File: src/hdl/vcmc_pkg.sv
// shared types, constants and helper functions of the vector clock block
package vcmc_pkg;

    localparam int NODES      = 16;
    localparam int COUNT_BITS = 31;
    localparam int ADDR_W     = (NODES > 1) ? $clog2(NODES) : 1;
    localparam int TOTAL_W    = $clog2(NODES + 1);

    localparam int KIND_W  = 2;
    localparam int ID_W    = 4;
    localparam int RC_W    = 31;
    localparam int LC_W    = 31;
    localparam int ORDER_W = 2;

    typedef logic [COUNT_BITS-1:0] t_count;
    typedef logic [ADDR_W-1:0]     t_addr;
    typedef logic [TOTAL_W-1:0]    t_total;

    localparam t_count CNT_MAX   = '1;
    localparam t_total TOTAL_MAX = '1;

    localparam logic [KIND_W-1:0] KIND_EVENT = 2'd0;
    localparam logic [KIND_W-1:0] KIND_SEND  = 2'd1;
    localparam logic [KIND_W-1:0] KIND_RECV  = 2'd2;

    localparam logic [ORDER_W-1:0] ORD_BEFORE = 2'd0;
    localparam logic [ORDER_W-1:0] ORD_AFTER  = 2'd1;
    localparam logic [ORDER_W-1:0] ORD_CONC   = 2'd2;

    typedef struct packed {
        logic [KIND_W-1:0] kind;
        logic [ID_W-1:0]   node_id;
        logic [RC_W-1:0]   remote_count;
        logic              last;
    } t_in_item;

    typedef struct packed {
        logic [LC_W-1:0]    local_count;
        logic [ORDER_W-1:0] order;
        logic               is_receive;
    } t_out_item;

    function automatic logic id_ok(input logic [ID_W-1:0] id);
        return int'(id) < NODES;
    endfunction

    function automatic t_count sat_inc(input t_count v);
        return (v == CNT_MAX) ? v : v + t_count'(1);
    endfunction

endpackage

File: src/hdl/vcmc_ram.sv
// generic ram, one write port and two registered read ports
module vcmc_ram #(
    parameter int WIDTH = 8,
    parameter int DEPTH = 16
) (
    input  logic                             i_clk,
    input  logic                             i_wr_en,
    input  logic [$clog2(DEPTH)-1:0]         i_wr_addr,
    input  logic [WIDTH-1:0]                 i_wr_data,
    input  logic [$clog2(DEPTH)-1:0]         i_rd_addr_a,
    output logic [WIDTH-1:0]                 o_rd_data_a,
    input  logic [$clog2(DEPTH)-1:0]         i_rd_addr_b,
    output logic [WIDTH-1:0]                 o_rd_data_b
);

    logic [WIDTH-1:0] r_mem [DEPTH];

    always_ff @(posedge i_clk) begin
        if (i_wr_en) begin
            r_mem[i_wr_addr] <= i_wr_data;
        end
        o_rd_data_a <= r_mem[i_rd_addr_a];
        o_rd_data_b <= r_mem[i_rd_addr_b];
    end

endmodule

File: src/hdl/vector_clock_merge_compare.sv
// top level of the vector clock keeper with merge and compare
//
// input channel: an item (i_item) is taken at a clock edge where start is
// high and busy is low. kind event or send bumps the local counter and
// returns it; kind receive is one entry of a remote vector, a run of such
// entries closed by last returns the ordering of the local clock as it stood
// before the run against the remote vector. kind 3 is dropped silently.
// for each item the counter ram is read at the accept edge and written back in
// the following cycle, so busy is high for one cycle after every accepted item
// and no new item is taken until the last one has been written back.
// result: o_strobe is high for exactly one cycle, on the cycle after the
// write-back, and marks o_result as valid; the receiver cannot hold results
// off and no result is dropped.
// config: i_cfg_data carries local_id, written at an edge where i_cfg_valid
// and o_cfg_ready are high; write it only while the block is idle.
// reset (i_rst_n low, synchronous) clears all counters and present marks via
// per-entry valid bits at once, so the block is ready the cycle after reset.
module vector_clock_merge_compare (
    input  logic                  i_clk,
    input  logic                  i_rst_n,
    input  logic                  start,
    output logic                  busy,
    input  vcmc_pkg::t_in_item    i_item,
    output logic                  o_strobe,
    output vcmc_pkg::t_out_item   o_result,
    input  logic                  i_cfg_valid,
    output logic                  o_cfg_ready,
    input  logic [vcmc_pkg::ID_W-1:0] i_cfg_data
);

    typedef enum logic [1:0] {
        S_IDLE = 2'b01,
        S_EXEC = 2'b10
    } t_state;

    t_state                       r_state, n_state;
    vcmc_pkg::t_in_item           r_item, n_item;
    logic [vcmc_pkg::ID_W-1:0]    r_local_id;
    logic [vcmc_pkg::NODES-1:0]   r_marks, n_marks;
    logic [vcmc_pkg::NODES-1:0]   r_written, n_written;
    vcmc_pkg::t_total             r_pt, n_pt;
    vcmc_pkg::t_total             r_ct, n_ct;
    logic                         r_lg, n_lg;
    logic                         r_rg, n_rg;
    logic                         r_run_open, n_run_open;
    logic                         r_strobe, n_strobe;
    vcmc_pkg::t_out_item          r_result, n_result;

    logic                         accept;
    logic                         lid_ok;
    vcmc_pkg::t_addr              lid_addr;
    vcmc_pkg::t_addr              item_addr;
    logic                         item_is_local;
    vcmc_pkg::t_count             ram_a, ram_b;
    vcmc_pkg::t_count             cur_a, cur_b;
    vcmc_pkg::t_count             rc_sat;
    vcmc_pkg::t_count             c_val;
    vcmc_pkg::t_count             loc_val;
    vcmc_pkg::t_total             pop;
    logic                         wr_en;
    vcmc_pkg::t_addr              wr_addr;
    vcmc_pkg::t_count             wr_data;

    assign busy        = (r_state == S_EXEC);
    assign accept      = start && !busy;
    assign o_cfg_ready = 1'b1;
    assign o_strobe    = r_strobe;
    assign o_result    = r_result;

    assign lid_ok        = vcmc_pkg::id_ok(r_local_id);
    assign lid_addr      = vcmc_pkg::ADDR_W'(r_local_id);
    assign item_addr     = vcmc_pkg::ADDR_W'(r_item.node_id);
    assign item_is_local = lid_ok && (item_addr == lid_addr);

    assign cur_a  = r_written[item_addr] ? ram_a : '0;
    assign cur_b  = r_written[lid_addr] ? ram_b : '0;
    assign rc_sat = (64'(r_item.remote_count) > 64'(vcmc_pkg::CNT_MAX)) ?
                    vcmc_pkg::CNT_MAX : vcmc_pkg::COUNT_BITS'(r_item.remote_count);

    // ids present when a run opens, local id always counted
    always_comb begin
        pop = '0;
        for (int i = 0; i < vcmc_pkg::NODES; i++) begin
            pop = pop + vcmc_pkg::t_total'(r_marks[i] ||
                  (lid_ok && (vcmc_pkg::ADDR_W'(i) == lid_addr)));
        end
    end

    vcmc_ram #(
        .WIDTH (vcmc_pkg::COUNT_BITS),
        .DEPTH (vcmc_pkg::NODES)
    ) u_counts (
        .i_clk       (i_clk),
        .i_wr_en     (wr_en),
        .i_wr_addr   (wr_addr),
        .i_wr_data   (wr_data),
        .i_rd_addr_a (vcmc_pkg::ADDR_W'(i_item.node_id)),
        .o_rd_data_a (ram_a),
        .i_rd_addr_b (lid_addr),
        .o_rd_data_b (ram_b)
    );

    always_comb begin
        n_state    = r_state;
        n_item     = r_item;
        n_marks    = r_marks;
        n_written  = r_written;
        n_pt       = r_pt;
        n_ct       = r_ct;
        n_lg       = r_lg;
        n_rg       = r_rg;
        n_run_open = r_run_open;
        n_strobe   = 1'b0;
        n_result   = r_result;
        wr_en      = 1'b0;
        wr_addr    = item_addr;
        wr_data    = rc_sat;
        c_val      = cur_a;
        loc_val    = cur_b;

        case (r_state)
            S_IDLE: begin
                if (accept) begin
                    n_item  = i_item;
                    n_state = S_EXEC;
                end
            end
            S_EXEC: begin
                n_state = S_IDLE;
                case (r_item.kind)
                    vcmc_pkg::KIND_EVENT, vcmc_pkg::KIND_SEND: begin
                        wr_en   = lid_ok;
                        wr_addr = lid_addr;
                        wr_data = vcmc_pkg::sat_inc(cur_b);
                        n_strobe = 1'b1;
                        n_result.local_count = lid_ok ? vcmc_pkg::LC_W'(wr_data) : '0;
                        n_result.order       = vcmc_pkg::ORD_BEFORE;
                        n_result.is_receive  = 1'b0;
                    end
                    vcmc_pkg::KIND_RECV: begin
                        if (!r_run_open) begin
                            n_pt = pop;
                            n_ct = '0;
                            n_lg = 1'b0;
                            n_rg = 1'b0;
                        end
                        n_run_open = 1'b1;
                        if (vcmc_pkg::id_ok(r_item.node_id)) begin
                            wr_en = 1'b1;
                            if (r_marks[item_addr] || item_is_local) begin
                                if (n_ct != vcmc_pkg::TOTAL_MAX) begin
                                    n_ct = n_ct + vcmc_pkg::t_total'(1);
                                end
                                if (c_val > rc_sat) begin
                                    n_lg = 1'b1;
                                end else if (c_val < rc_sat) begin
                                    n_rg = 1'b1;
                                end
                                if (item_is_local) begin
                                    c_val = vcmc_pkg::sat_inc(c_val);
                                end
                                wr_data = (c_val > rc_sat) ? c_val : rc_sat;
                            end else begin
                                n_rg = 1'b1;
                                wr_data = rc_sat;
                                n_marks[item_addr] = 1'b1;
                            end
                            if (item_is_local) begin
                                loc_val = wr_data;
                            end
                        end
                        if (r_item.last) begin
                            if (n_pt > n_ct) begin
                                n_lg = 1'b1;
                            end
                            n_run_open = 1'b0;
                            n_strobe   = 1'b1;
                            n_result.local_count = lid_ok ? vcmc_pkg::LC_W'(loc_val) : '0;
                            n_result.is_receive  = 1'b1;
                            if (!n_lg) begin
                                n_result.order = vcmc_pkg::ORD_BEFORE;
                            end else if (!n_rg) begin
                                n_result.order = vcmc_pkg::ORD_AFTER;
                            end else begin
                                n_result.order = vcmc_pkg::ORD_CONC;
                            end
                        end
                    end
                    default: begin
                    end
                endcase
                if (wr_en) begin
                    n_written[wr_addr] = 1'b1;
                end
            end
            default: begin
                n_state = S_IDLE;
            end
        endcase
    end

    always_ff @(posedge i_clk) begin
        if (!i_rst_n) begin
            r_state    <= S_IDLE;
            r_local_id <= '0;
            r_marks    <= '0;
            r_written  <= '0;
            r_pt       <= '0;
            r_ct       <= '0;
            r_lg       <= 1'b0;
            r_rg       <= 1'b0;
            r_run_open <= 1'b0;
            r_strobe   <= 1'b0;
        end else begin
            r_state    <= n_state;
            r_marks    <= n_marks;
            r_written  <= n_written;
            r_pt       <= n_pt;
            r_ct       <= n_ct;
            r_lg       <= n_lg;
            r_rg       <= n_rg;
            r_run_open <= n_run_open;
            r_strobe   <= n_strobe;
            if (i_cfg_valid && o_cfg_ready) begin
                r_local_id <= i_cfg_data;
            end
        end
    end

    always_ff @(posedge i_clk) begin
        r_item   <= n_item;
        r_result <= n_result;
    end

endmodule

File: config.mk
export PLATFORM = sky130hd
export DESIGN_NAME = vector_clock_merge_compare
export DESIGN_NICKNAME = d
export VERILOG_FILES = /design/src/hdl/vcmc_pkg.sv /design/src/hdl/vcmc_ram.sv /design/src/hdl/vector_clock_merge_compare.sv
export SDC_FILE = /design/constraint.sdc
export NUM_CORES = 1
export LEC_CHECK = 0
export BUFFER_PORTS_ARGS = -buffer_cell sky130_fd_sc_hd__buf_2
export CAP_MARGIN = 20
export CORE_MARGIN = 1
export CORE_UTILIZATION = 52
export CTS_CLUSTER_SIZE = 25
export DETAILED_ROUTE_END_ITERATION = 6
export PLACE_DENSITY = 0.68
export SYNTH_ARGS = -nofsm -noshare
export SYNTH_HDL_FRONTEND = slang
export SYNTH_HIERARCHICAL = 1
export SYNTH_SLANG_ARGS = --single-unit
File: constraint.sdc
create_clock -name i_clk -period 9.1 [get_ports i_clk]
set_input_delay 0.91 -clock i_clk [delete_from_list [all_inputs] [get_ports i_clk]]
set_output_delay 0.91 -clock i_clk [all_outputs]
set_load 0.05 [all_outputs]
==> flow_summary.yaml <==
run_status:
  run_status: "finished clean"
grt:
  grt.overflow.total: 0
  grt_max_degree: 102
  grt_pass1_vias: 22900
  grt_usage: 0.324
  initial_antenna_violation_count: 0
  first_pass_grt_wire_length_um: 156000
synthesis:
  synth-adder-area-share: 0.0318
  synth-compound-area-share: 0.0914
  netlist_instances: 2361
  synth-simple-area-share: 0.0828
  postSynthRegisterBits: 682
  synth_cell_type_count: 92
  post_synthesis_share_of_cell_area_spent_on_xor_and_xnor_gates: 0.0142
  synth.yosys.warnings: 6
  syn-cell-area_mm2: 0.0346
  seq_area_frac_synth: 0.559
  synthesis.area_per_instance_um2: 14.7
  synthArstFlopShare: 0
  synth_top_family_by_area: "multiplexers"
  synthFlopType: "sky130_fd_sc_hd__edfxtp_1"
  muxShareOfSynthArea: 0.187
  postSynthNetCount: 2489
  synth_enable_flop_cells: 568
sta:
  layout_min_cycle_time_ns: 7.08
  timing.clock.skew_ns: 0.0358
  rsz0062_at_grt: "false"
  setup_ws_ns: 2.02
  maxSlewHeadroom: 0.176
  finalSetupViolCount: 0
  final-hold-violation-count: 0
  fin_crit_sh: 0.778
  finalMaxSlewViolations: 0
  max_clock_freq_ghz: 0.141
  tightest_slew_ns: 1.23
  tns_ns: 0
cts:
  cts_setup_buffers: 0
  number_of_hold_repair_buffers_added_at_the_cts_stage: 0
  worst_setup_hold_path_clk_slew_ns: 0.07
  htreeDepth: 3
  cts_buffers: 71
  tritoncts: "built"
  clockBufferDepth: 3
  cts-root-buf: "sky130_fd_sc_hd__clkbuf_16"
  clkLatencyLatePin_ns: 0.64
  cts_resized: 0
  clock_sinks: 682
critical_path:
  crit_required_ns: 9.44
  critical-path-slowest-cell: "sky130_fd_sc_hd__edfxtp_1"
  cp.buffers_inverters: 1
  cp_cell_sequence: "mux2i_1 -> a221oi_1 -> a22o_1 -> and2_1 -> and3_1 -> xor2_1 -> ha_1 -> nand4_1 -> nor4_2 -> nand3_1 -> nor4_1 -> or3_1 -> nand2_2 -> nor2_2 -> buf_4 -> a221o_1"
  worstSetupPathType: "reg -> reg"
  worst_path_largest_cell_delay_ns: 0.95
  cp-start-kind: "register"
  worstReg2RegEnd: "u_counts/r_mem[13][10]"
  r2r_cells: 16
  cp_top_family: "simple AND/OR/NAND/NOR gates"
  setup.reg_to_reg.worst_slack_ns: 2.02
  worstSetupEndpointType: "register"
  worstPathArrival_ns: 7.42
  critical_path.reg2reg.startpoint: "item_addr[0]"
  crit_path_max_fanout: 22
floorplanning:
  core_area_mm2: 0.0657
  die_width_um: 260
  core.rowCount: 94
  ioPinCount: 83
  die_y_um: 260
  floorplan.initialDensity: 0.526
  design.die.area_mm2: 0.0676
hold_path:
  hold_end: "rc_sat[8]"
  hold_depth: 1
  hold_start: "i_item[9]"
  worst_hold_path_type: "in -> reg"
power_and_ir_drop:
  pwr_density_cell_mw_per_mm2: 187
  power.static_leakage_uw: 0.0132
  vdd_ir_drop_max_mv: 0.118
  power_total_uw: 7180
routing:
  detail_route.wirelength_um: 109000
  met2_wirelength_um: 50800
  drt-wirelength-per-cell_um: 32.6
  drt_iter0_drc: 3260
  drt-pass1-iter-count: 6
  viasPerCell: 6.98
  drc_errors_left: 0
  met3RoutedLength_um: 10800
  m1WireLength_um: 42300
  postRouteAntennaNets: 0
  route.vias.total: 23400
  highest-signal-layer: "met4"
placed_design:
  io_buffer_count: 81
  detailed_place_hpwl_um: 68000
  place_congestion: 1.07
  dp_cells: 3211
  pre_cts_slack_ns: 1.99
cells_and_area:
  finalNetCount: 2553
  finalNonFillerCells: 3348
  post_route_cells_drive_above_1_share: 0.196
  area_delta_synth_final_pct: 10.7
  finalCoreUtilization: 0.583
  antenna_cells_inserted: 0
job:
  max_cap_violations: 0
## state kept, by name (all words and copies together) (netlist names)
| register | flops |
|---|---|
| item_addr | 4 |
| lid_addr | 4 |
| o_result | 34 |
| o_strobe | 1 |
| r_ct | 5 |
| r_item | 3 |
| r_lg | 1 |
| r_marks | 16 |
| r_pt | 5 |
| r_rg | 1 |
| r_run_open | 1 |
| r_state | 2 |
| r_written | 16 |
| rc_sat | 31 |
| u_counts/o_rd_data_a | 31 |
| u_counts/o_rd_data_b | 31 |
| u_counts/r_mem | 496 |
## cell families (layout without fill, tap and decap cells)
logic type | count (synthesis) | count (layout)
muxes | 282 | 282
adders and majority gates | 82 | 82
buffers and inverters | 221 | 344
AOI/OAI and AO/OA | 451 | 451
and+or+nand+nor | 586 | 586
xor gates and xnor gates | 56 | 56
other | 1 | 1
DFF | 682 | 682
## per-stage QoR
stage                     hold WS, ns  cell area (µm²)
after floorplan                 0.440            34600
after global placement          0.451            35800
after detailed placement        0.465            35800
after CTS                       0.418            38300
after global routing            0.436            38300
final                           0.443            38300
## Yosys cell counts, types with 50 or more instances
cell / n / area share
sky130_fd_sc_hd__nand2_1: 187 / 0.020
sky130_fd_sc_hd__a21oi_1: 100 / 0.014
sky130_fd_sc_hd__nand3_1: 50 / 0.0072
sky130_fd_sc_hd__mux4_1: 97 / 0.074
sky130_fd_sc_hd__clkbuf_1: 85 / 0.0092
sky130_fd_sc_hd__edfxtp_1: 568 / 0.49
sky130_fd_sc_hd__mux4_2: 152 / 0.099
sky130_fd_sc_hd__inv_1: 64 / 0.0069
sky130_fd_sc_hd__o21ai_0: 50 / 0.0072
sky130_fd_sc_hd__dfxtp_1: 114 / 0.066
sky130_fd_sc_hd__a22oi_1: 125 / 0.027
sky130_fd_sc_hd__nor2_1: 116 / 0.013
sky130_fd_sc_hd__ha_1: 72 / 0.026
## metal layers
metal | global-route usage | vias to the layer above
li1 | - | 9692
met1 | 0.438 | 12000
met2 | 0.507 | 1456
met3 | 0.0580 | 273
met4 | 0.158 | 0
met5 | 0 | -
## report_power, final
part / leakage, µW / internal (µW) / switching (µW) / total, µW
Clock: 0.00118 / 1740 / 1260 / 3000
Sequential: 0.00612 / 3440 / 108 / 3550
Combinational: 0.00596 / 246 / 385 / 630
Total: 0.0132 / 5430 / 1750 / 7180
## worst register-to-register path: cells and delay by family (launching register included)
kind | cells | cell delay, ns
adder cells (fa/ha/maj) | 1 | 0.23
AND/OR/NAND/NOR | 9 | 2.91
XOR/XNOR | 1 | 0.37
flip-flops | 1 | 0.95
buffers and inverters | 1 | 0.28
AO/OA/AOI/OAI | 3 | 1.84
multiplexers | 1 | 0.19
## how the worst max path moves through the flow
stage / from / to / slack [ns] / cells past startpoint
3_5_place_dp: item_addr[0] / u_counts/r_mem[9][17] / 1.99 / 16
6_report: item_addr[0] / u_counts/r_mem[13][10] / 2.02 / 16
5_1_grt: item_addr[0] / u_counts/r_mem[4][10] / 1.61 / 16
4_1_cts: item_addr[0] / u_counts/r_mem[0][17] / 1.92 / 16
3_3_place_gp: item_addr[0] / u_counts/r_mem[1][0] / 2.21 / 16
2_1_floorplan: lid_addr[2] / o_result[1] / 3.12 / 24
## cell type report
cell class,count,area [µm²]
Clock buffer,94,2000
Clock inverter,38,438
Fill cell,4986,27400
Inverter,66,248
Multi-Input combinational cell,1458,14300
Sequential cell,682,19300
Tap cell,864,1080
Timing Repair Buffer,146,931
## layout by cell type (no fill, tap or decap), types with 35 or more instances in the layout
cell type	Yosys	final
sky130_fd_sc_hd__mux4_2	152	152
sky130_fd_sc_hd__and2_1	42	40
sky130_fd_sc_hd__a21oi_1	100	100
sky130_fd_sc_hd__buf_4	5	63
sky130_fd_sc_hd__nand4_1	35	35
sky130_fd_sc_hd__nand2_1	187	187
sky130_fd_sc_hd__dfxtp_1	114	112
sky130_fd_sc_hd__a22oi_1	125	125
sky130_fd_sc_hd__nand3_1	50	50
sky130_fd_sc_hd__ha_1	72	72
sky130_fd_sc_hd__inv_1	64	64
sky130_fd_sc_hd__nor2_1	116	99
sky130_fd_sc_hd__o21ai_0	50	50
sky130_fd_sc_hd__clkbuf_16	0	73
sky130_fd_sc_hd__edfxtp_1	568	568
sky130_fd_sc_hd__mux4_1	97	97
sky130_fd_sc_hd__buf_2	31	79
Power figures use the tool's default switching activity.
